<file path="src/rtl/core/bts_pkg.sv">
// ----------------------------------------------------------------------------
// bts_pkg: shared definitions for the bilinear texture sampler
// Texture sizes, field widths, register indexes, sequencer states and the
// operand bundle of the shared multiply-add unit.
// ----------------------------------------------------------------------------
`default_nettype none

package bts_pkg;

    localparam int MAX_WIDTH  = 256;
    localparam int MAX_HEIGHT = 256;
    localparam int MEM_DEPTH  = MAX_WIDTH * MAX_HEIGHT;
    localparam int ADDR_W     = 16;
    localparam int COL_W      = $clog2(MAX_WIDTH);
    localparam int ROW_W      = $clog2(MAX_HEIGHT);
    localparam int SIZE_W     = 9;
    localparam int TEXEL_W    = 24;
    localparam int CHAN_W     = 8;
    localparam int COORD_W    = 17;
    localparam int FRAC_W     = 16;

    // shared unit: res = x * y + z, x unsigned, y signed, z unsigned
    localparam int MAC_X_W    = 17;
    localparam int MAC_Y_W    = 10;
    localparam int MAC_Z_W    = 25;
    localparam int MAC_R_W    = 28;

    localparam logic [0:0] REG_TEX_WIDTH  = 1'b0;
    localparam logic [0:0] REG_TEX_HEIGHT = 1'b1;

    localparam logic ACT_WRITE  = 1'b0;
    localparam logic ACT_SAMPLE = 1'b1;

    localparam int STEP_W = 4;
    localparam logic [STEP_W-1:0] FETCH_LAST = 4'd5;
    localparam logic [STEP_W-1:0] BLEND_LAST = 4'd9;

    typedef enum logic [2:0] {
        ST_IDLE,
        ST_SCALE_X,
        ST_SCALE_Y,
        ST_SPLIT_Y,
        ST_FETCH,
        ST_BLEND
    } bts_state_t;

    typedef struct packed {
        logic        [MAC_X_W-1:0] x;
        logic signed [MAC_Y_W-1:0] y;
        logic        [MAC_Z_W-1:0] z;
    } mac_op_t;

endpackage

`default_nettype wire

</file>
<file path="src/rtl/core/bts_mac.sv">
// ----------------------------------------------------------------------------
// bts_mac: shared multiply-add unit
// One signed multiply and one add per cycle, result registered.
// ----------------------------------------------------------------------------
`default_nettype none

module bts_mac (
    input  wire logic                                  clk,
    input  wire bts_pkg::mac_op_t                      op,
    output logic signed [bts_pkg::MAC_R_W-1:0]         res
);
    import bts_pkg::*;

    logic signed [MAC_R_W-1:0] prod;
    logic signed [MAC_R_W-1:0] sum;
    logic signed [MAC_R_W-1:0] res_reg;

    assign prod = $signed({1'b0, op.x}) * op.y;
    assign sum  = prod + $signed({{(MAC_R_W - MAC_Z_W){1'b0}}, op.z});

    always_ff @(posedge clk)
    begin
        res_reg <= sum;
    end

    assign res = res_reg;

endmodule

`default_nettype wire

</file>
<file path="config.mk">
export PLATFORM = sky130hd
export DESIGN_NAME = bts_mac
export DESIGN_NICKNAME = d
export VERILOG_FILES = /design/src/rtl/core/bts_pkg.sv /design/src/rtl/core/bts_mac.sv
export SDC_FILE = /design/constraint.sdc
export NUM_CORES = 1
export LEC_CHECK = 0
export ABC_CLOCK_PERIOD_IN_PS = 5750
export BUFFER_PORTS_ARGS = -buffer_cell sky130_fd_sc_hd__buf_2
export CAP_MARGIN = 20
export CORE_ASPECT_RATIO = 0.6
export CORE_MARGIN = 5
export CORE_UTILIZATION = 29
export CTS_CLUSTER_SIZE = 14
export DETAILED_ROUTE_END_ITERATION = 7
export GPL_ROUTABILITY_DRIVEN = 0
export SYNTH_ARGS = -nofsm -noshare
export SYNTH_HDL_FRONTEND = slang
export SYNTH_SLANG_ARGS = --single-unit
</file>
<file path="constraint.sdc">
create_clock -name clk -period 5.75 [get_ports clk]
set_input_delay 0.575 -clock clk [delete_from_list [all_inputs] [get_ports clk]]
set_output_delay 0.575 -clock clk [all_outputs]
set_load 0.01 [all_outputs]
</file>
==> impl_results.md <==
* Status: finished clean
* CTS tree: built
* Final core occ at 0.3288
* # Post-CTS Setup Buffers at 0
* Initial drt markers at about 350
* WHS Path Cells at 2
* Initial antenna violation count at 0
* Synth Register Bits at 28
* Worst hold slack at about 0.52 ns
* Clk slew on worst S/H paths at about 0.070 ns
* Leading register cell type out of synthesis: dfxtp_1
* Clock Path Buffers at 2
* Global route overflow at 0
* IO Count at 81
* First-pass GRT wire length at approximately 28,000 microns
* CTS Hold Bufs at 0
* Synth top area share at 0.4034
* Worst path arrival time at approximately 5.5 ns
* Placed cells at 1,183
* Ratio of cells with drive above 1 in the final layout at 0.1121
* ANT cells at 0
* Avg Inst Size Synth at around 9 sq um
* Post-synthesis simple-gate area fraction at 0.1574
* Synth Area in Compound Gates at 0.07144
* Residual DRC at 0
* Critical path peak fanout at 17
* Yosys warnings at 0
* IO Port Bufs at 80
* Clk root buf: clkbuf_16
* Synth top cells by count: 204 x inv_1, 144 x fa_1, 108 x nand2_1
* Initial core utilization at 0.2950
* GR Util All Layers at 0.1244
* Die width at ~210 microns
* Routed len/inst at between 10 and 15 microns
* H-Tree Depth at 1
* MaxCap Viol Count at 0
* Synthesized cell area at 7146 sq um
* WHS Endpoint: res[0]
* Via density at 4.558
* Met3 Use GR at 0.02859
* Max-Slew Margin vs Limit at 0.6544
* Synth top area cells: fa_1 40%, ha_1 14%, inv_1 11%
* Most area-hungry cell type in the Yosys netlist: fa_1
* Pre-CTS setup slack at ~0.24 ns
* CTS sink count at 28
* CORE AREA at between 20,000 and 25,000 sq um
* Post-synthesis mux area share at 0.001401
* DP Area at between 7000 and 8000 sq um
* Hpwl dp at between 15,000 and 20,000 microns
* TritonRoute pass-1 iters at 5
* Finished layout cell area at 7965 sq um
* VDD IR max at between 0.5 and 0.6 mV
* Max Fclk at 0.1881 GHz
* GRT busiest layer: met2
* Global Route met1 Usage at 0.1871
* Asr flop ratio synth at 0
* Worst hold start: op[0]
* Design Power at about 5 mW
* Setup CP Type: input port to register
* Required time worst endpoint at 5.90 ns
* Worst hold-check path type: input port to register
* Count leader, synth: inv_1
* Largest net degree at the start of global routing at 20
* Worst-margin pin slew at roughly 0.5 ns
* Main combinational cell family by area after synthesis: adder cells
* GR Layer Usage met2 at 0.1937
* Final period utilization at 0.9245
* Setup Viol. Count Final at 0
* Die area at 27,980 sq um
* CP Launch Type: input port
* Area grow syn2layout at 11.47%
* Final Hold Viols at 0
* CTS Buf Count at 3
* Die Y at 131.6 microns
* Final worst path period need at roughly 5.3 ns
* Syn Inst Count at ~810
* RSZ-0062 raised after global routing: no
* Post-Synthesis Net Count at ~1,100
* Vias in the first global route at about 5,500
* Setup TNS at 0 ns
* Yosys cell types at 52
* Num rows at 44
* Power per cell area at 618.4 nW/um^2
* Worst Setup End Kind: register
* Via count at 5,410
* Total wire length at about 17,000 microns
* CTS-repair resized insts at 0
* Antenna Nets Post-Route at 0
* Area share of fa/ha/maj cells after synthesis at 0.5418
* PnR worst setup slack at about 0.43 ns
* Leak at roughly 4.2 nW
* Post-synthesis sequential area ratio at 0.07845
* Post-synthesis xor/xnor area fraction at 0.02574
* Fin cells at around 1,200
* Max reg flops at 28
* Nets at roughly 1,100
* Number of synthesized flops with an enable pin at 0
* Max-slew violations at 0
[layout by cell type, fill, tap and decap left out, types with 2 or more instances in the layout]
master	Yosys	routed
a211o_1	2	2
a211oi_1	9	9
a21o_1	7	7
a21oi_1	19	19
a31oi_1	2	2
and2_1	59	59
and3_1	4	4
buf_2	2	80
buf_4	0	4
clkbuf_16	0	3
dfxtp_1	28	28
fa_1	144	144
ha_1	79	79
inv_1	204	204
nand2_1	108	108
nand2b_1	6	6
nand3_1	5	5
nand3b_1	2	2
nand4_1	5	5
nor2_1	10	10
nor2b_1	14	14
nor3_1	5	5
o211ai_1	3	3
o21a_1	3	3
o21ai_0	7	7
o21ai_1	3	3
o21bai_1	2	2
o31a_1	2	2
or2_1	2	2
xnor2_1	14	14
xor2_1	7	7
[worst max-delay path: stages]
cell and delay, ns:
buf_2 0.32, nand2_1 0.14, fa_1 0.55, inv_1 0.05, fa_1 0.48, fa_1 0.51, fa_1 0.49, inv_1 0.05
fa_1 0.47, inv_1 0.04, ha_1 0.34, a21oi_1 0.26, o22ai_1 0.13, a211oi_1 0.39, nand4b_1 0.24, a2111oi_2 0.34
nor3_1 0.09
[power breakdown]
part / switching [mW] / internal, mW
clock: 0.0725 / 0.139
combinational: 2.53 / 1.80
sequential: 0.0331 / 0.357
[worst max-delay path by stage]
stage	from	cells past startpoint	end
2_1_floorplan	op[26]	18	res[24]
3_3_place_gp	op[26]	17	res[24]
3_5_place_dp	op[26]	17	res[24]
4_1_cts	op[26]	17	res[24]
5_1_grt	op[27]	17	res[24]
6_report	op[26]	17	res[24]
[layer usage]
metal	share of wire	wire [microns]
met1	0.46	7806
met2	0.45	7658
met3	0.091	1545
met4	0.0013	22
met5	0	0
[cell type report]
type                    instances  area (sq um)
repair buffers                 84         430.4
clock inverters                 1         30.03
well taps                     322         402.9
flip-flops and latches         28         560.5
fillers                      2618         16260
inverters                     204         765.7
clock buffers                   3         75.07
multi-input cells             545          5700
[kinds of logic (layout without fill, tap and decap cells)]
kind of cell / after synthesis / after routing
fa+ha+maj: 223 / 223
mux: 1 / 1
buf+inv: 235 / 292
compound gates: 73 / 73
xor+xnor: 21 / 21
flops: 28 / 28
simple gates: 227 / 227
(Power assumes the default switching activity.)
